**src/hw/rtl/asd_pkg.sv**
```systemverilog
`timescale 1ns / 1ps
`default_nettype none
// ----------------------------------------------------------------------------
// asd_pkg: shared types and constants of the AAC superframe demultiplexer
// Word kinds, error codes, register indexes, controller/datapath links and
// the frame-count and header-size helpers.
// ----------------------------------------------------------------------------
package asd_pkg;

	localparam int MAX_FRAMES_DEF  = 10;
	localparam int LENGTH_BITS_DEF = 14;

	localparam int BYTE_W   = 8;
	localparam int BORDER_W = 12;
	localparam int ACC_W    = 20;
	localparam int ACC_BITS_W = 5;
	localparam int KIND_W   = 2;
	localparam int FIDX_W   = 4;
	localparam int OFS_W    = 14;
	localparam int ERR_W    = 2;
	localparam int MODE_W   = 3;
	localparam int RATE_W   = 2;
	localparam int PART_W   = 13;
	localparam int PAY_W    = 14;
	localparam int SUM_W    = 15;
	localparam int HPC_W    = 14;
	localparam int REG_IDX_W = 2;
	localparam int CFG_W    = 13;

	typedef enum logic [KIND_W-1:0] {
		KIND_HEADER  = 2'd0,
		KIND_AUDIO   = 2'd1,
		KIND_CRC     = 2'd2,
		KIND_DISCARD = 2'd3
	} kind_t;

	localparam logic [ERR_W-1:0] ERR_NONE      = 2'd0;
	localparam logic [ERR_W-1:0] ERR_NO_FRAMES = 2'd1;
	localparam logic [ERR_W-1:0] ERR_BORDER    = 2'd2;
	localparam logic [ERR_W-1:0] ERR_SHORT     = 2'd3;

	localparam logic [REG_IDX_W-1:0] REG_MODE  = 2'd0;
	localparam logic [REG_IDX_W-1:0] REG_RATE  = 2'd1;
	localparam logic [REG_IDX_W-1:0] REG_LEN_A = 2'd2;
	localparam logic [REG_IDX_W-1:0] REG_LEN_B = 2'd3;

	localparam logic [MODE_W-1:0] MODE_D    = 3'd3;
	localparam logic [MODE_W-1:0] MODE_E    = 3'd4;
	localparam logic [MODE_W-1:0] MODE_NONE = 3'd5;
	localparam logic [RATE_W-1:0] RATE_12K   = 2'd0;
	localparam logic [RATE_W-1:0] RATE_24K   = 2'd1;
	localparam logic [RATE_W-1:0] RATE_48K   = 2'd2;
	localparam logic [RATE_W-1:0] RATE_OTHER = 2'd3;

	typedef struct packed {
		logic [MODE_W-1:0] mode;
		logic [RATE_W-1:0] rate;
		logic [PART_W-1:0] len_a;
		logic [PART_W-1:0] len_b;
	} cfg_t;

	typedef struct packed {
		logic accept;
		logic step;
		logic fin;
		logic div;
		logic check;
		logic search;
		logic emit;
	} cmd_t;

	typedef struct packed {
		logic step_fin;
		logic step_search;
		logic fin_err;
		logic fin_div;
		logic div_last;
		logic check_stop;
		logic search_stop;
		logic out_free;
	} sts_t;

	function automatic logic [3:0] frames_for_config(input logic [MODE_W-1:0] mode,
		input logic [RATE_W-1:0] rate);
		logic [3:0] n;
		n = 4'd0;
		if (mode <= MODE_D) begin
			if (rate == RATE_12K) n = 4'd5;
			else if (rate == RATE_24K) n = 4'd10;
		end else if (mode == MODE_E) begin
			if (rate == RATE_24K) n = 4'd5;
			else if (rate == RATE_48K) n = 4'd10;
		end
		return n;
	endfunction

	// header bytes: 12-bit borders for all but the last frame, plus 4 reserved
	// bits with ten frames
	function automatic logic [3:0] header_len(input logic [3:0] n);
		logic [7:0] bits;
		bits = 8'd12 * (8'(n) - 8'd1) + ((n == 4'd10) ? 8'd4 : 8'd0);
		return 4'(bits >> 3);
	endfunction

endpackage
`default_nettype wire

```
**src/hw/rtl/asd_if.sv**
```systemverilog
`timescale 1ns / 1ps
`default_nettype none
// ----------------------------------------------------------------------------
// asd_in_if / asd_out_if: byte and result channels
// Valid/ready channels carrying one superframe byte or one tagged result.
// ----------------------------------------------------------------------------
interface asd_in_if;
	logic       valid;
	logic       ready;
	logic [7:0] in_byte;
	logic       superframe_start;
	modport source(output valid, in_byte, superframe_start, input ready);
	modport sink(input valid, in_byte, superframe_start, output ready);
endinterface

interface asd_out_if;
	logic        valid;
	logic        ready;
	logic [1:0]  item_kind;
	logic [7:0]  out_byte;
	logic [3:0]  frame_index;
	logic [13:0] byte_offset;
	logic        frame_done;
	logic        superframe_done;
	logic [1:0]  error_code;
	modport source(output valid, item_kind, out_byte, frame_index, byte_offset,
		frame_done, superframe_done, error_code, input ready);
	modport sink(input valid, item_kind, out_byte, frame_index, byte_offset,
		frame_done, superframe_done, error_code, output ready);
endinterface
`default_nettype wire

```
**src/hw/rtl/aac_superframe_demux.sv**
```systemverilog
`timescale 1ns / 1ps
`default_nettype none
// Flow: an accepted byte passes the step state and, as needed, the header finish,
// divider, length check and search states before the out state loads the output
// register; the divider runs only when length_part_a is nonzero, and a frame end
// searches the following frames for a nonempty lower part. One byte is in flight
// at a time: intake stays closed until the result enters the output register.
// Reset: control and configuration cleared at once; frame lengths undefined.
// ----------------------------------------------------------------------------
// aac_superframe_demux: AAC audio superframe demultiplexer
// Parses frame borders from the superframe header and tags each byte as
// header, audio, CRC or discarded, with frame index, offset and errors.
// ----------------------------------------------------------------------------
module aac_superframe_demux #(
	parameter int MAX_FRAMES  = asd_pkg::MAX_FRAMES_DEF,
	parameter int LENGTH_BITS = asd_pkg::LENGTH_BITS_DEF
) (
	input  wire logic                              clk,
	input  wire logic                              arst_n,
	input  wire logic                              cfg_we,
	input  wire logic [asd_pkg::REG_IDX_W-1:0]     cfg_index,
	input  wire logic [asd_pkg::CFG_W-1:0]         cfg_wdata,
	asd_in_if.sink                                 byte_in,
	asd_out_if.source                              item_out
);
	import asd_pkg::*;

	cfg_t cfg_q;
	cmd_t cmd;
	sts_t sts;

	always_ff @(posedge clk or negedge arst_n) begin
		if (!arst_n) begin
			cfg_q.mode  <= MODE_NONE;
			cfg_q.rate  <= RATE_OTHER;
			cfg_q.len_a <= '0;
			cfg_q.len_b <= '0;
		end else if (cfg_we) begin
			case (cfg_index)
				REG_MODE:  cfg_q.mode  <= MODE_W'(cfg_wdata);
				REG_RATE:  cfg_q.rate  <= RATE_W'(cfg_wdata);
				REG_LEN_A: cfg_q.len_a <= PART_W'(cfg_wdata);
				REG_LEN_B: cfg_q.len_b <= PART_W'(cfg_wdata);
				default: ;
			endcase
		end
	end

	asd_ctrl u_ctrl (
		.clk      (clk),
		.arst_n   (arst_n),
		.in_valid (byte_in.valid),
		.in_ready (byte_in.ready),
		.sts      (sts),
		.cmd      (cmd)
	);

	asd_dp #(
		.MAX_FRAMES  (MAX_FRAMES),
		.LENGTH_BITS (LENGTH_BITS)
	) u_dp (
		.clk              (clk),
		.arst_n           (arst_n),
		.cfg              (cfg_q),
		.in_byte          (byte_in.in_byte),
		.superframe_start (byte_in.superframe_start),
		.cmd              (cmd),
		.sts              (sts),
		.out_ready        (item_out.ready),
		.out_valid        (item_out.valid),
		.item_kind        (item_out.item_kind),
		.out_byte         (item_out.out_byte),
		.frame_index      (item_out.frame_index),
		.byte_offset      (item_out.byte_offset),
		.frame_done       (item_out.frame_done),
		.superframe_done  (item_out.superframe_done),
		.error_code       (item_out.error_code)
	);

	// one word in flight: intake closes right after an accept
	a_one_in_flight: assert property (@(posedge clk) disable iff (!arst_n)
		byte_in.valid && byte_in.ready |=> !byte_in.ready)
		else $error("byte accepted while another is in flight");

	a_payload_clean: assert property (@(posedge clk) disable iff (!arst_n)
		item_out.valid && (item_out.item_kind == KIND_AUDIO ||
		item_out.item_kind == KIND_CRC) |-> item_out.error_code == ERR_NONE)
		else $error("payload word tagged with an error");

	a_done_on_payload: assert property (@(posedge clk) disable iff (!arst_n)
		item_out.valid && item_out.superframe_done |->
		item_out.item_kind == KIND_AUDIO || item_out.item_kind == KIND_CRC)
		else $error("superframe end flagged on a non-payload word");

endmodule
`default_nettype wire

```
**src/hw/rtl/asd_ctrl.sv**
```systemverilog
`timescale 1ns / 1ps
`default_nettype none
// ----------------------------------------------------------------------------
// asd_ctrl: demultiplexer sequencer
// Walks each accepted word through step and, as needed, header finish, division,
// length check, lower-part search, then result hand-off.
// ----------------------------------------------------------------------------
module asd_ctrl (
	input  wire logic          clk,
	input  wire logic          arst_n,
	input  wire logic          in_valid,
	output logic               in_ready,
	input  asd_pkg::sts_t      sts,
	output asd_pkg::cmd_t      cmd
);
	import asd_pkg::*;

	typedef enum logic [2:0] {
		S_IDLE, S_STEP, S_FIN, S_DIV, S_CHECK, S_SEARCH, S_OUT
	} state_t;

	state_t state_q;

	always_ff @(posedge clk or negedge arst_n) begin
		if (!arst_n) begin
			state_q <= S_IDLE;
		end else begin
			case (state_q)
				S_IDLE: begin
					if (in_valid) state_q <= S_STEP;
				end
				S_STEP: begin
					if (sts.step_fin) state_q <= S_FIN;
					else if (sts.step_search) state_q <= S_SEARCH;
					else state_q <= S_OUT;
				end
				S_FIN: begin
					if (sts.fin_err) state_q <= S_OUT;
					else if (sts.fin_div) state_q <= S_DIV;
					else state_q <= S_CHECK;
				end
				S_DIV: begin
					if (sts.div_last) state_q <= S_CHECK;
				end
				S_CHECK: begin
					if (sts.check_stop) state_q <= S_OUT;
				end
				S_SEARCH: begin
					if (sts.search_stop) state_q <= S_OUT;
				end
				S_OUT: begin
					if (sts.out_free) state_q <= S_IDLE;
				end
				default: state_q <= S_IDLE;
			endcase
		end
	end

	assign in_ready   = (state_q == S_IDLE);
	assign cmd.accept = (state_q == S_IDLE) && in_valid;
	assign cmd.step   = (state_q == S_STEP);
	assign cmd.fin    = (state_q == S_FIN);
	assign cmd.div    = (state_q == S_DIV);
	assign cmd.check  = (state_q == S_CHECK);
	assign cmd.search = (state_q == S_SEARCH);
	assign cmd.emit   = (state_q == S_OUT) && sts.out_free;

endmodule
`default_nettype wire

```
**src/hw/rtl/asd_dp.sv**
```systemverilog
`timescale 1ns / 1ps
`default_nettype none
// ----------------------------------------------------------------------------
// asd_dp: demultiplexer datapath
// Parse state, border accumulator, frame length store, serial divider and
// the result register.
// ----------------------------------------------------------------------------
module asd_dp #(
	parameter int MAX_FRAMES  = asd_pkg::MAX_FRAMES_DEF,
	parameter int LENGTH_BITS = asd_pkg::LENGTH_BITS_DEF
) (
	input  wire logic                   clk,
	input  wire logic                   arst_n,
	input  asd_pkg::cfg_t               cfg,
	input  wire logic [7:0]             in_byte,
	input  wire logic                   superframe_start,
	input  asd_pkg::cmd_t               cmd,
	output asd_pkg::sts_t               sts,
	input  wire logic                   out_ready,
	output logic                        out_valid,
	output logic [1:0]                  item_kind,
	output logic [7:0]                  out_byte,
	output logic [3:0]                  frame_index,
	output logic [13:0]                 byte_offset,
	output logic                        frame_done,
	output logic                        superframe_done,
	output logic [1:0]                  error_code
);
	import asd_pkg::*;

	localparam int LB     = LENGTH_BITS;
	localparam int FI_W   = (MAX_FRAMES > 1) ? $clog2(MAX_FRAMES) : 1;
	localparam int CNT_W  = $clog2(MAX_FRAMES + 1);
	localparam int CMP_W  = ((LB > HPC_W) ? LB : HPC_W) + 1;
	localparam int LEN_LIMIT = (1 << LB) - 1;
	localparam int DIV_STEPS = PART_W;
	localparam int DCNT_W = $clog2(DIV_STEPS);

	typedef enum logic [2:0] {
		PH_IDLE, PH_HDR, PH_HPP, PH_LPP, PH_DONE, PH_ERR
	} phase_t;

	phase_t                  phase_q;
	logic [ACC_W-1:0]        acc_q;
	logic [ACC_BITS_W-1:0]   bits_q;
	logic [BORDER_W-1:0]     prev_q;
	logic [SUM_W-1:0]        rsum_q;
	logic [HPC_W-1:0]        hpc_q;
	logic [CNT_W-1:0]        fc_q;
	logic [CNT_W-1:0]        idx_q;
	logic [LB-1:0]           oc_q;
	logic [ERR_W-1:0]        err_q;
	logic [CNT_W-1:0]        frames_q;
	logic [3:0]              hl_q;
	logic [PAY_W-1:0]        pay_q;
	logic [PART_W-1:0]       quo_q;
	logic [4:0]              rem_q;
	logic [DCNT_W-1:0]       dcnt_q;
	logic                    out_valid_q;

	logic [7:0]              byte_q;
	logic [LB-1:0]           fl_q [MAX_FRAMES];

	logic [1:0]              res_kind_q;
	logic [7:0]              res_ob_q;
	logic [3:0]              res_fi_q;
	logic [13:0]             res_bo_q;
	logic                    res_fd_q;
	logic                    res_sd_q;

	// start-of-superframe setup
	logic [3:0]              n_cfg;
	logic                    n_bad;
	logic [3:0]              hl_cfg;
	logic [PAY_W-1:0]        total;
	logic [PAY_W-1:0]        overhead;

	// header step
	logic [ACC_W-1:0]        acc_sh;
	logic [ACC_BITS_W-1:0]   bits_sum;
	logic [ACC_BITS_W-1:0]   bits_new;
	logic [CNT_W:0]          fc_inc;
	logic                    take;
	logic [3:0]              sh;
	logic [BORDER_W-1:0]     border;
	logic [BORDER_W-1:0]     flen;
	logic [SUM_W-1:0]        rsum_new;
	logic [ACC_W-1:0]        keep_mask;
	logic                    border_ok;
	logic [LB-1:0]           oc_inc;
	logic                    hdr_end;

	// shared frame length read
	logic [CNT_W-1:0]        rd_cnt;
	logic [LB-1:0]           fl_rd;
	logic                    hpp_audio;
	logic                    lpp_end;

	// header finish and divider
	logic [PAY_W-1:0]        last_len;
	logic                    len_bad;
	logic                    a_zero;
	logic                    a_short;
	logic [4:0]              dv_t;
	logic                    dv_ge;

	logic                    idx_end;
	logic                    chk_fail;
	logic                    chk_last;

	assign n_cfg    = frames_for_config(cfg.mode, cfg.rate);
	assign n_bad    = (n_cfg == 4'd0) || (32'(n_cfg) > MAX_FRAMES);
	assign hl_cfg   = header_len(n_cfg);
	assign total    = PAY_W'(cfg.len_a) + PAY_W'(cfg.len_b);
	assign overhead = PAY_W'(hl_cfg) + PAY_W'(n_cfg);

	assign acc_sh    = {acc_q[ACC_W-9:0], byte_q};
	assign bits_sum  = bits_q + ACC_BITS_W'(8);
	assign bits_new  = (bits_sum > ACC_BITS_W'(ACC_W)) ? ACC_BITS_W'(ACC_W) : bits_sum;
	assign fc_inc    = (CNT_W+1)'(fc_q) + (CNT_W+1)'(1);
	assign take      = (bits_new >= ACC_BITS_W'(BORDER_W)) && (fc_inc < (CNT_W+1)'(frames_q));
	assign sh        = 4'(bits_new - ACC_BITS_W'(BORDER_W));
	assign border    = BORDER_W'(acc_sh >> sh);
	assign flen      = border - prev_q;
	assign rsum_new  = rsum_q + SUM_W'(flen);
	assign keep_mask = ACC_W'(((ACC_W+1)'(1) << sh) - (ACC_W+1)'(1));
	assign border_ok = rsum_new < SUM_W'(pay_q);
	assign oc_inc    = oc_q + LB'(1);
	assign hdr_end   = CMP_W'(oc_inc) >= CMP_W'(hl_q);

	assign rd_cnt    = cmd.step ? fc_q : idx_q;
	assign fl_rd     = (32'(rd_cnt) < MAX_FRAMES) ? fl_q[FI_W'(rd_cnt)] : '0;
	assign hpp_audio = CMP_W'(oc_q) < CMP_W'(hpc_q);
	assign lpp_end   = CMP_W'(oc_inc) >= CMP_W'(fl_rd);

	assign last_len  = pay_q - PAY_W'(rsum_q);
	assign len_bad   = (CMP_W+2)'(last_len) > (CMP_W+2)'(LEN_LIMIT);
	assign a_zero    = (cfg.len_a == '0);
	assign a_short   = PAY_W'(cfg.len_a) < (PAY_W'(hl_q) + PAY_W'(frames_q));

	assign dv_t      = {rem_q[3:0], quo_q[PART_W-1]};
	assign dv_ge     = dv_t >= 5'(frames_q);

	assign idx_end   = idx_q >= frames_q;
	assign chk_fail  = CMP_W'(fl_rd) < CMP_W'(hpc_q);
	assign chk_last  = ((CNT_W+1)'(idx_q) + (CNT_W+1)'(1)) >= (CNT_W+1)'(frames_q);

	always_comb begin
		sts.step_fin    = (phase_q == PH_HDR) && !(take && !border_ok) && hdr_end;
		sts.step_search = ((phase_q == PH_HPP) && !hpp_audio &&
			(fc_inc >= (CNT_W+1)'(frames_q))) || ((phase_q == PH_LPP) && lpp_end);
		sts.fin_err     = len_bad || (!a_zero && a_short);
		sts.fin_div     = !a_zero;
		sts.div_last    = (dcnt_q == DCNT_W'(DIV_STEPS - 1));
		sts.check_stop  = chk_fail || chk_last;
		sts.search_stop = idx_end || (CMP_W'(fl_rd) > CMP_W'(hpc_q));
		sts.out_free    = !out_valid_q || out_ready;
	end

	// parse state
	always_ff @(posedge clk or negedge arst_n) begin
		if (!arst_n) begin
			phase_q  <= PH_IDLE;
			acc_q    <= '0;
			bits_q   <= '0;
			prev_q   <= '0;
			rsum_q   <= '0;
			hpc_q    <= '0;
			fc_q     <= '0;
			idx_q    <= '0;
			oc_q     <= '0;
			err_q    <= ERR_NONE;
			frames_q <= '0;
			hl_q     <= '0;
			pay_q    <= '0;
			quo_q    <= '0;
			rem_q    <= '0;
			dcnt_q   <= '0;
			out_valid_q <= 1'b0;
		end else begin
			if (cmd.accept && superframe_start) begin
				acc_q  <= '0;
				bits_q <= '0;
				prev_q <= '0;
				rsum_q <= '0;
				hpc_q  <= '0;
				fc_q   <= '0;
				oc_q   <= '0;
				if (n_bad) begin
					frames_q <= '0;
					err_q    <= ERR_NO_FRAMES;
					phase_q  <= PH_ERR;
				end else begin
					frames_q <= CNT_W'(n_cfg);
					hl_q     <= hl_cfg;
					pay_q    <= (total > overhead) ? total - overhead : '0;
					err_q    <= ERR_NONE;
					phase_q  <= PH_HDR;
				end
			end

			if (cmd.step) begin
				case (phase_q)
					PH_HDR: begin
						oc_q <= oc_inc;
						if (take) begin
							bits_q <= bits_new - ACC_BITS_W'(BORDER_W);
							acc_q  <= acc_sh & keep_mask;
							rsum_q <= rsum_new;
							if (border_ok) begin
								prev_q <= border;
								fc_q   <= fc_q + CNT_W'(1);
							end else begin
								err_q   <= ERR_BORDER;
								phase_q <= PH_ERR;
							end
						end else begin
							bits_q <= bits_new;
							acc_q  <= acc_sh;
						end
					end
					PH_HPP: begin
						if (hpp_audio) begin
							oc_q <= oc_inc;
						end else begin
							oc_q <= '0;
							fc_q <= CNT_W'(fc_inc);
							if (fc_inc >= (CNT_W+1)'(frames_q)) begin
								phase_q <= PH_LPP;
								idx_q   <= '0;
								oc_q    <= LB'(hpc_q);
							end
						end
					end
					PH_LPP: begin
						if (lpp_end) begin
							idx_q <= CNT_W'(fc_inc);
							oc_q  <= LB'(hpc_q);
						end else begin
							oc_q <= oc_inc;
						end
					end
					default: ;
				endcase
			end

			if (cmd.fin) begin
				idx_q  <= '0;
				hpc_q  <= '0;
				quo_q  <= PART_W'(PAY_W'(cfg.len_a) - PAY_W'(hl_q) - PAY_W'(frames_q));
				rem_q  <= '0;
				dcnt_q <= '0;
				if (len_bad) begin
					err_q   <= ERR_BORDER;
					phase_q <= PH_ERR;
				end else if (!a_zero && a_short) begin
					err_q   <= ERR_SHORT;
					phase_q <= PH_ERR;
				end
			end

			// restoring division, one quotient bit a cycle
			if (cmd.div) begin
				rem_q  <= dv_ge ? dv_t - 5'(frames_q) : dv_t;
				quo_q  <= {quo_q[PART_W-2:0], dv_ge};
				dcnt_q <= dcnt_q + DCNT_W'(1);
				if (sts.div_last) hpc_q <= HPC_W'({quo_q[PART_W-2:0], dv_ge});
			end

			if (cmd.check) begin
				if (chk_fail) begin
					err_q   <= ERR_SHORT;
					phase_q <= PH_ERR;
				end else if (chk_last) begin
					phase_q <= PH_HPP;
					fc_q    <= '0;
					oc_q    <= '0;
				end else begin
					idx_q <= idx_q + CNT_W'(1);
				end
			end

			// skip frames whose lower part is empty
			if (cmd.search) begin
				if (sts.search_stop) begin
					fc_q <= idx_q;
					if (idx_end) phase_q <= PH_DONE;
				end else begin
					idx_q <= idx_q + CNT_W'(1);
				end
			end

			if (cmd.emit) out_valid_q <= 1'b1;
			else if (out_ready) out_valid_q <= 1'b0;
		end
	end

	// byte, frame length store and result words
	always_ff @(posedge clk) begin
		if (cmd.accept) byte_q <= in_byte;

		if (cmd.step && phase_q == PH_HDR && take && border_ok)
			fl_q[FI_W'(fc_q)] <= LB'(flen);
		if (cmd.fin && !len_bad)
			fl_q[FI_W'(frames_q - CNT_W'(1))] <= LB'(last_len);

		if (cmd.step) begin
			res_kind_q <= KIND_DISCARD;
			res_ob_q   <= '0;
			res_fi_q   <= '0;
			res_bo_q   <= '0;
			res_fd_q   <= 1'b0;
			res_sd_q   <= 1'b0;
			case (phase_q)
				PH_HDR: res_kind_q <= KIND_HEADER;
				PH_HPP: begin
					res_ob_q <= byte_q;
					res_fi_q <= 4'(fc_q);
					if (hpp_audio) begin
						res_kind_q <= KIND_AUDIO;
						res_bo_q   <= 14'(oc_q);
						res_fd_q   <= (CMP_W'(oc_inc) == CMP_W'(hpc_q));
					end else begin
						res_kind_q <= KIND_CRC;
					end
				end
				PH_LPP: begin
					res_kind_q <= KIND_AUDIO;
					res_ob_q   <= byte_q;
					res_fi_q   <= 4'(fc_q);
					res_bo_q   <= 14'(oc_q);
					res_fd_q   <= lpp_end;
				end
				default: ;
			endcase
		end

		if (cmd.search && sts.search_stop && idx_end) res_sd_q <= 1'b1;

		if (cmd.emit) begin
			item_kind       <= res_kind_q;
			out_byte        <= res_ob_q;
			frame_index     <= res_fi_q;
			byte_offset     <= res_bo_q;
			frame_done      <= res_fd_q;
			superframe_done <= res_sd_q;
			error_code      <= err_q;
		end
	end

	assign out_valid = out_valid_q;

endmodule
`default_nettype wire
```
**src/flat_wrapper.sv**
```systemverilog
// flat-port wrapper written by rule: the top's interface ports become plain ports
module aac_superframe_demux_flat import asd_pkg::*;
#(
	parameter int MAX_FRAMES  = asd_pkg::MAX_FRAMES_DEF,
	parameter int LENGTH_BITS = asd_pkg::LENGTH_BITS_DEF
)
  (clk, arst_n, cfg_we, cfg_index, cfg_wdata, byte_in_valid, byte_in_in_byte, byte_in_superframe_start, byte_in_ready, item_out_valid, item_out_item_kind, item_out_out_byte, item_out_frame_index, item_out_byte_offset, item_out_frame_done, item_out_superframe_done, item_out_error_code, item_out_ready);
  asd_in_if byte_in_i ();
  asd_out_if item_out_i ();
  input  wire logic clk;
  input  wire logic arst_n;
  input  wire logic cfg_we;
  input  wire logic [asd_pkg::REG_IDX_W-1:0] cfg_index;
  input  wire logic [asd_pkg::CFG_W-1:0] cfg_wdata;
  input wire logic [$bits(byte_in_i.valid)-1:0] byte_in_valid;
  input wire logic [$bits(byte_in_i.in_byte)-1:0] byte_in_in_byte;
  input wire logic [$bits(byte_in_i.superframe_start)-1:0] byte_in_superframe_start;
  output wire logic [$bits(byte_in_i.ready)-1:0] byte_in_ready;
  output wire logic [$bits(item_out_i.valid)-1:0] item_out_valid;
  output wire logic [$bits(item_out_i.item_kind)-1:0] item_out_item_kind;
  output wire logic [$bits(item_out_i.out_byte)-1:0] item_out_out_byte;
  output wire logic [$bits(item_out_i.frame_index)-1:0] item_out_frame_index;
  output wire logic [$bits(item_out_i.byte_offset)-1:0] item_out_byte_offset;
  output wire logic [$bits(item_out_i.frame_done)-1:0] item_out_frame_done;
  output wire logic [$bits(item_out_i.superframe_done)-1:0] item_out_superframe_done;
  output wire logic [$bits(item_out_i.error_code)-1:0] item_out_error_code;
  input wire logic [$bits(item_out_i.ready)-1:0] item_out_ready;
  assign byte_in_i.valid = byte_in_valid;
  assign byte_in_i.in_byte = byte_in_in_byte;
  assign byte_in_i.superframe_start = byte_in_superframe_start;
  assign byte_in_ready = byte_in_i.ready;
  assign item_out_valid = item_out_i.valid;
  assign item_out_item_kind = item_out_i.item_kind;
  assign item_out_out_byte = item_out_i.out_byte;
  assign item_out_frame_index = item_out_i.frame_index;
  assign item_out_byte_offset = item_out_i.byte_offset;
  assign item_out_frame_done = item_out_i.frame_done;
  assign item_out_superframe_done = item_out_i.superframe_done;
  assign item_out_error_code = item_out_i.error_code;
  assign item_out_i.ready = item_out_ready;
  aac_superframe_demux #(.MAX_FRAMES(MAX_FRAMES), .LENGTH_BITS(LENGTH_BITS)) u_core (.clk(clk), .arst_n(arst_n), .cfg_we(cfg_we), .cfg_index(cfg_index), .cfg_wdata(cfg_wdata), .byte_in(byte_in_i), .item_out(item_out_i));
endmodule
```
**config.mk**
```make
export PLATFORM = sky130hd
export DESIGN_NAME = aac_superframe_demux_flat
export DESIGN_NICKNAME = d
export VERILOG_FILES = /design/src/hw/rtl/asd_pkg.sv /design/src/hw/rtl/asd_if.sv /design/src/hw/rtl/aac_superframe_demux.sv /design/src/hw/rtl/asd_ctrl.sv /design/src/hw/rtl/asd_dp.sv /design/src/flat_wrapper.sv
export SDC_FILE = /design/constraint.sdc
export NUM_CORES = 1
export LEC_CHECK = 0
export ABC_AREA = 1
export BUFFER_PORTS_ARGS = -buffer_cell sky130_fd_sc_hd__buf_2
export CAP_MARGIN = 40
export CORE_MARGIN = 2
export CORE_UTILIZATION = 55
export DETAILED_ROUTE_END_ITERATION = 10
export GPL_ROUTABILITY_DRIVEN = 1
export GPL_TIMING_DRIVEN = 0
export PLACE_DENSITY = 0.82
export SYNTH_ARGS = -nofsm -noshare
export SYNTH_HDL_FRONTEND = slang
export SYNTH_SLANG_ARGS = --single-unit
```
**constraint.sdc**
```tcl
create_clock -name clk -period 7.29 [get_ports clk]
set_input_delay 1.458 -clock clk [delete_from_list [all_inputs] [get_ports clk]]
set_output_delay 1.458 -clock clk [all_outputs]
set_load 0.01 [all_outputs]
```
-- Word-level counts from Yosys, hierarchy flattened
Memory sizes are Yosys's and may differ from the RTL's.
Cells that the tools add are included.
- memories kept: 1
- RAM bits: 140
- output and inout port bits: 34
- register bits after elaboration: 241
- bits of input ports: 29
- word-level logic and storage cells: 268
- memory list (memory ; depth ; bits a word ; read ports ; clocked after Yosys merged registers in ; write ports ; RTL line ; text):
    u_core.u_dp.fl_q ; 10 ; 14 ; 1 ; 0 ; 1 ; asd_dp.sv:62 ; logic [LB-1:0] fl_q [MAX_FRAMES];
- $add $sub $neg: 22
- shift operators: 2
- equality and inequality tests: 23
- reduce and logical (&&, ||, !) cells: 41
- bitwise gates (word level): 2
- mux-type cells: 122
- $mul: 1
- order comparisons: 18
- operator list (operator ; number):
    $mux W14 ; 16
    $mux W4 ; 34
    $mux W20 ; 4
    $mux W3 ; 24
    $mux W12 ; 5
    $mux W15 ; 4
    $pmux W14 S3 ; 1
    $lt A14 B14 Y1 ; 2
    $pmux W14 S2 ; 1
    $mux W13 ; 2
    $sub A13 B4 Y13 ; 2
    $mux W5 ; 5
    $mux W2 ; 11
    $pmux W3 S7 ; 1
    $and A20 B20 Y20 ; 1
    $shl A1 B4 Y20 const A ; 1
    $shr A20 B4 Y12 ; 1
    $sub A20 B2 Y20 const B ; 1
    $logic_and A1 B1 Y1 ; 16
    $pmux W4 S2 ; 2
    $add A15 B12 Y15 ; 1
    $ge A5 B4 Y1 ; 3
    $lt A15 B14 Y1 ; 1
    $add A13 B13 Y14 ; 1
    51 further kinds ; 91

-- Logic depth before layout (Yosys ltp)
- word-level depth: 21
- depth in mapped cells: 48
- gate-level depth less buffers: 48

-- Modules after synthesis
Synthesis repeated with hierarchy kept, for this count alone.
- cell total of the unflattened synthesis: 2750
- area total of the unflattened synthesis: 23264.8 sq um
- modules (own cells, without submodules) (module ; seq. area each (sq um) ; times used ; area an instance (sq um) ; cells an instance):
    asd_dp ; 9474.1 ; 1 ; 21531.9 ; 2542
    aac_superframe_demux ; 780.7 ; 1 ; 1338.8 ; 143
    asd_ctrl ; 75.1 ; 1 ; 394.1 ; 65

-- Least setup slack after synthesis
No wires, ideal clock.
- kind: register to register
- from: register u_core.u_dp.bits_q[3]
- to: memory u_core.u_dp.fl_q[8][0] in the netlist's numbering (enable)
- arrival time: 6.885 ns
- cell stages (with the launch flop): 41
- data required time: 6.906 ns
- buffers on the path: 2
- path slack: 0.021 ns
- cell sequence: dfrtp_1 -> inv_1 -> ha_1 -> inv_1 -> nand4_1 -> nand2_1 -> nand2_1 -> clkbuf_1 -> ha_1 -> clkbuf_1 -> nor2_1 -> inv_1 -> o22ai_1 -> a21oi_1 -> ha_1 -> fa_1 -> o21ai_0 -> a21oi_1 -> [... 5 more ...] -> inv_1 -> nand4_1 -> nand3_1 -> a21boi_0 -> o21ai_0 -> xor2_1 -> inv_1 -> ha_1 -> a21o_1 -> a21oi_1 -> o21ai_0 -> nor2_1 -> nand3_1 -> nor2_2 -> inv_1 -> nand2_1 -> nand3_1 -> nor2_1
- cells in the longest elaborated chain, start to end: 12
- elaborated cells on any way between the ends: 15
- those cells by class: 4 x add/sub; 3 x order compare; 1 x shift; 4 x mux; 3 x reduce/logical
- ends and longest elaborated chain (what ; RTL line ; text):
    from (decl) ; asd_dp.sv:45 ; logic [ACC_BITS_W-1:0] bits_q;
    from (signal assigned) ; asd_dp.sv:207 ; bits_q <= bits_new - ACC_BITS_W'(BORDER_W);
    from (signal assigned) ; asd_dp.sv:218 ; bits_q <= bits_new;
    $add A5 B4 Y5 * ; asd_dp.sv:118 ; assign bits_sum = bits_q + ACC_BITS_W'(8);
    $gt A5 B5 Y1 ; asd_dp.sv:119 ; assign bits_new = (bits_sum > ACC_BITS_W'(ACC_W)) ? ACC_BITS_W'(ACC_W) : bits_sum;
    $mux W5 * ; asd_dp.sv:119 ;
    $sub A5 B4 Y5 ; - ;
    $shr A20 B4 Y12 ; asd_dp.sv:123 ; assign border = BORDER_W'(acc_sh >> sh);
    $sub A12 B12 Y12 ; asd_dp.sv:124 ; assign flen = border - prev_q;
    $add A15 B12 Y15 ; asd_dp.sv:125 ; assign rsum_new = rsum_q + SUM_W'(flen);
    $lt A15 B14 Y1 ; asd_dp.sv:127 ; assign border_ok = rsum_new < SUM_W'(pay_q);
    $logic_and A1 B1 Y1 * ; asd_dp.sv:302 ; if (cmd.step && phase_q == PH_HDR && take && border_ok)
    $mux W1 * ; asd_dp.sv:302 ;
    $mux W1 (not written as such) * ; asd_dp.sv:303 ; fl_q[FI_W'(fc_q)] <= LB'(flen);
    $mux W1 (no source line) * ; - ;
    to (decl) ; asd_dp.sv:62 ;
Every way passes the cells marked *; elsewhere a longest branch is shown, timed or not.

-- Final worst setup path
- from: register u_core.u_dp.bits_q[3]
- to: memory u_core.u_dp.fl_q[8][8] in the netlist's numbering (enable)
Same word-level chain as after synthesis.

==> qor.csv <==
stage;metric;value;unit
timing;max_slew.worst_pin.slew;831;ps
die;rows;73;
clock_tree;ctsLongestPathBuffers;3;
worst_setup_path;setup.worst_path.end_class;register;
routing;drt_pre_antenna_iters;8;
global_routing;initial_antenna_violation_count;0;
place;hpwl;46.5;mm
timing;finalCritPeriodShare;97.9;%
finish;antenna_cells_inserted;0;
finish;synthToLayoutAreaGrowth;15.8;%
min_path;hp-class;register to register;
logic_synthesis;async_reset_ff_share;43.4;%
logic_synthesis;yosys.area.top_type_share;28.1;%
logic_synthesis;synth.net_count;2848;
routing;vias;19725;
timing;fin_skew;30.4;ps
global_routing;grt_pass1_wl;99.0;mm
place;routabilityCongestion;0.952;
global_routing;grt.total_usage;30.0;%
logic_synthesis;ys_seq_area_share;46.2;%
logic_synthesis;synth-main-ff-cell;edfxtp_1;
routing;wl_per_cell;18.9;um
timing;finalHoldViolCount;0;
worst_setup_path;slowest_delay;420;ps
logic_synthesis;synth_enable_flop_cells;209;
timing;timing.max_slew.rel_slack;44.6;%
logic_synthesis;synth_common_cells;nand2_1, inv_1, nor2_1, o21ai_0, edfxtp_1;
finish;layout.core_utilization;64.8;%
logic_synthesis;post-synth-top-count-cell;nand2_1;
global_routing;grt_start_max_net_pins;85;
timing;fmaxAchievable;140;MHz
job;maxcap_viol_count;0;
clock_tree;clk_transition_reported_paths;60;ps
global_routing;first_global_vias;19074;
die;core_region_area;0.0399;mm2
worst_setup_path;crit_path_start_kind;register;
routing;postRouteAntennaNets;0;
logic_synthesis;syn_inst;2639;
worst_setup_path;worst_ep_required_time;7580;ps
clock_tree;cts.htree.levels;2;
finish;nNetsFinal;3020;
worst_setup_path;reg2reg_depth;44;
worst_setup_path;crit_path_max_fanout;10;
logic_synthesis;synthTopCellsByArea;edfxtp_1, dfrtp_1, nand2_1, ha_1, inv_1;
place;place.port_buffers;62;
logic_synthesis;average_cell_area_after_synthesis;8.47;um2
routing;drt-initial-drc-count;2117;
worst_setup_path;arrival;7430;ps
routing;drt_wl_total;63.6;mm
clock_tree;clkLatencyLatePin;580;ps
worst_setup_path;crit_path_frequent_cell;nand2_1;
timing;min_clock_period_post_route;7140;ps
timing;timing.final.max_slew_violations;0;
timing;setup_tns;0;ps
timing;setup-violations-final;0;
worst_setup_path;critPathKind;register to register;
run_status;status;finished, final reports clean;
clock_tree;tritoncts;built;
worst_setup_path;critPathSlowestCell;dfrtp_2;
routing;via_per_inst;5.86;
logic_synthesis;synth-seq-cells;371;
logic_synthesis;synth_warnings;0;
clock_tree;cts.hold.buffers_added;0;
routing;drcViolationCount;0;
finish;drive_above_1_share;11.9;%
logic_synthesis;synth_cell_type_count;58;
clock_tree;cts-root-buf;clkbuf_16;
min_path;min_path_cells;0;
die;die_w;206;um
clock_tree;cts_inserted_buffers;41;
die;die_height;206;um
clock_tree;numClockSinks;371;
die;floorplan.io_pins;63;
die;die-area;0.0423;mm2
die;initial_utilization;56.0;%
logic_synthesis;syn-cell-area;0.0223;mm2
global_routing;globalRouteOverflowTotal;0;
logic_synthesis;area_leader_netlist;edfxtp_1;
-- worst max-delay path, delay by kind of cell, from the launching register on --
family	cells	cell delay, ps
adder cells (fa/ha/maj)	5	1360
buffers and inverters	11	1180
AO/OA/AOI/OAI	8	1390
XOR/XNOR	2	440
AND/OR/NAND/NOR	18	2060
flip-flops	1	420
-- area by class of cell --
class                           instances  area, um2
Tap cell                              525        657
Timing Repair Buffer                  129        931
Sequential cell                       371      10300
Clock inverter                         21        325
Buffer                                 68        329
Clock buffer                           54       1130
Fill cell                            3120      14000
Inverter                              355       1330
Multi-Input combinational cell       1845      10800
-- layout by cell type, fill, tap and decap left out, types with 34 or more instances in the layout --
| cell | instances |
|---|---|
| ha_1 | 159 |
| inv_1 | 325 |
| dfrtp_1 | 156 |
| buf_2 | 83 |
| nand3_1 | 166 |
| nand2_1 | 584 |
| edfxtp_1 | 209 |
| xor2_1 | 43 |
| o21ai_0 | 194 |
| clkbuf_1 | 46 |
| nor2_1 | 201 |
| o21ai_1 | 41 |
| a21oi_1 | 137 |
| clkbuf_16 | 42 |
| buf_4 | 47 |
| nand4_1 | 34 |
-- stage by stage --
step | setup slack, ps | hold WS [ps] | area [um2] | instances
global placement | -2240 | 401 | 23300 | 3226
CTS | 12.0 | 414 | 25500 | 3351
finish | 150 | 411 | 25900 | 3368
global route | -146 | 418 | 25900 | 3368
detailed placement | -1850 | 405 | 23600 | 3255
floorplan | 20.7 | 400 | 22300 | 2639
-- metal layers --
layer  vias to the layer above  part of all wire (%)  GRT usage (%)
met3                       182                   8.4           5.24
li1                       9268                     -              -
met5                         -                     0              0
met1                      9300                    40           39.5
met4                         0                   4.3           13.0
met2                       975                    47           48.7
-- state kept, by name, indices dropped and copies added (netlist names), 5 cells and up --
name                     cells
u_core.u_dp.prev_q          12
u_core.u_dp.rsum_q          15
u_core.u_dp.byte_offset     14
u_core.cfg_q                31
u_core.u_dp.hpc_q           14
u_core.u_dp.bits_q           5
u_core.u_dp.res_bo_q        14
u_core.u_dp.out_byte         8
u_core.u_dp.fl_q           140
u_core.u_dp.byte_q           8
u_core.u_dp.res_ob_q         8
u_core.u_dp.oc_q            14
u_core.u_dp.acc_q           12
u_core.u_dp.pay_q           14
u_core.u_dp.quo_q           13
-- cell families (layout without fill, tap and decap cells) --
kind of cell / after synthesis / count (layout) / synth area share, %
AND/OR/NAND/NOR: 1086 / 1086 / 20.4
buffers and inverters: 423 / 627 / 7.31
adder cells (fa/ha/maj): 180 / 180 / 10.4
multiplexers: 5 / 5 / 0.224
flip-flops: 371 / 371 / 46.2
XOR/XNOR: 65 / 65 / 2.55
AO/OA/AOI/OAI: 509 / 509 / 12.9
-- worst paths after layout --
check	from	end	slack, ps
worst max-delay path	u_core.u_dp.bits_q[3]	u_core.u_dp.fl_q[8][8]	150
worst min-delay path	u_core.u_dp.res_bo_q[12]	u_core.u_dp.byte_offset[12]	410
worst max register to register	u_core.u_dp.bits_q[3]	u_core.u_dp.fl_q[8][8]	150
worst min register to register	u_core.u_dp.res_bo_q[12]	u_core.u_dp.byte_offset[12]	410
max in group asynchronous	arst_n	u_core.u_dp.bits_q[3]	5580
min in group asynchronous	arst_n	u_core.cfg_q[23]	870
-- timing repair --
item	in CTS	in global routing
pin swaps	20	20
setup endpoints to repair	160	160
buffers inserted	21	16
gates resized for setup	63	61
cloned	0	1
endpoints found under the hold margin	0	0
Power is left out: the tool's default activity adds up to more than one toggle a clock period on the data nets, which glitch-free logic cannot reach.
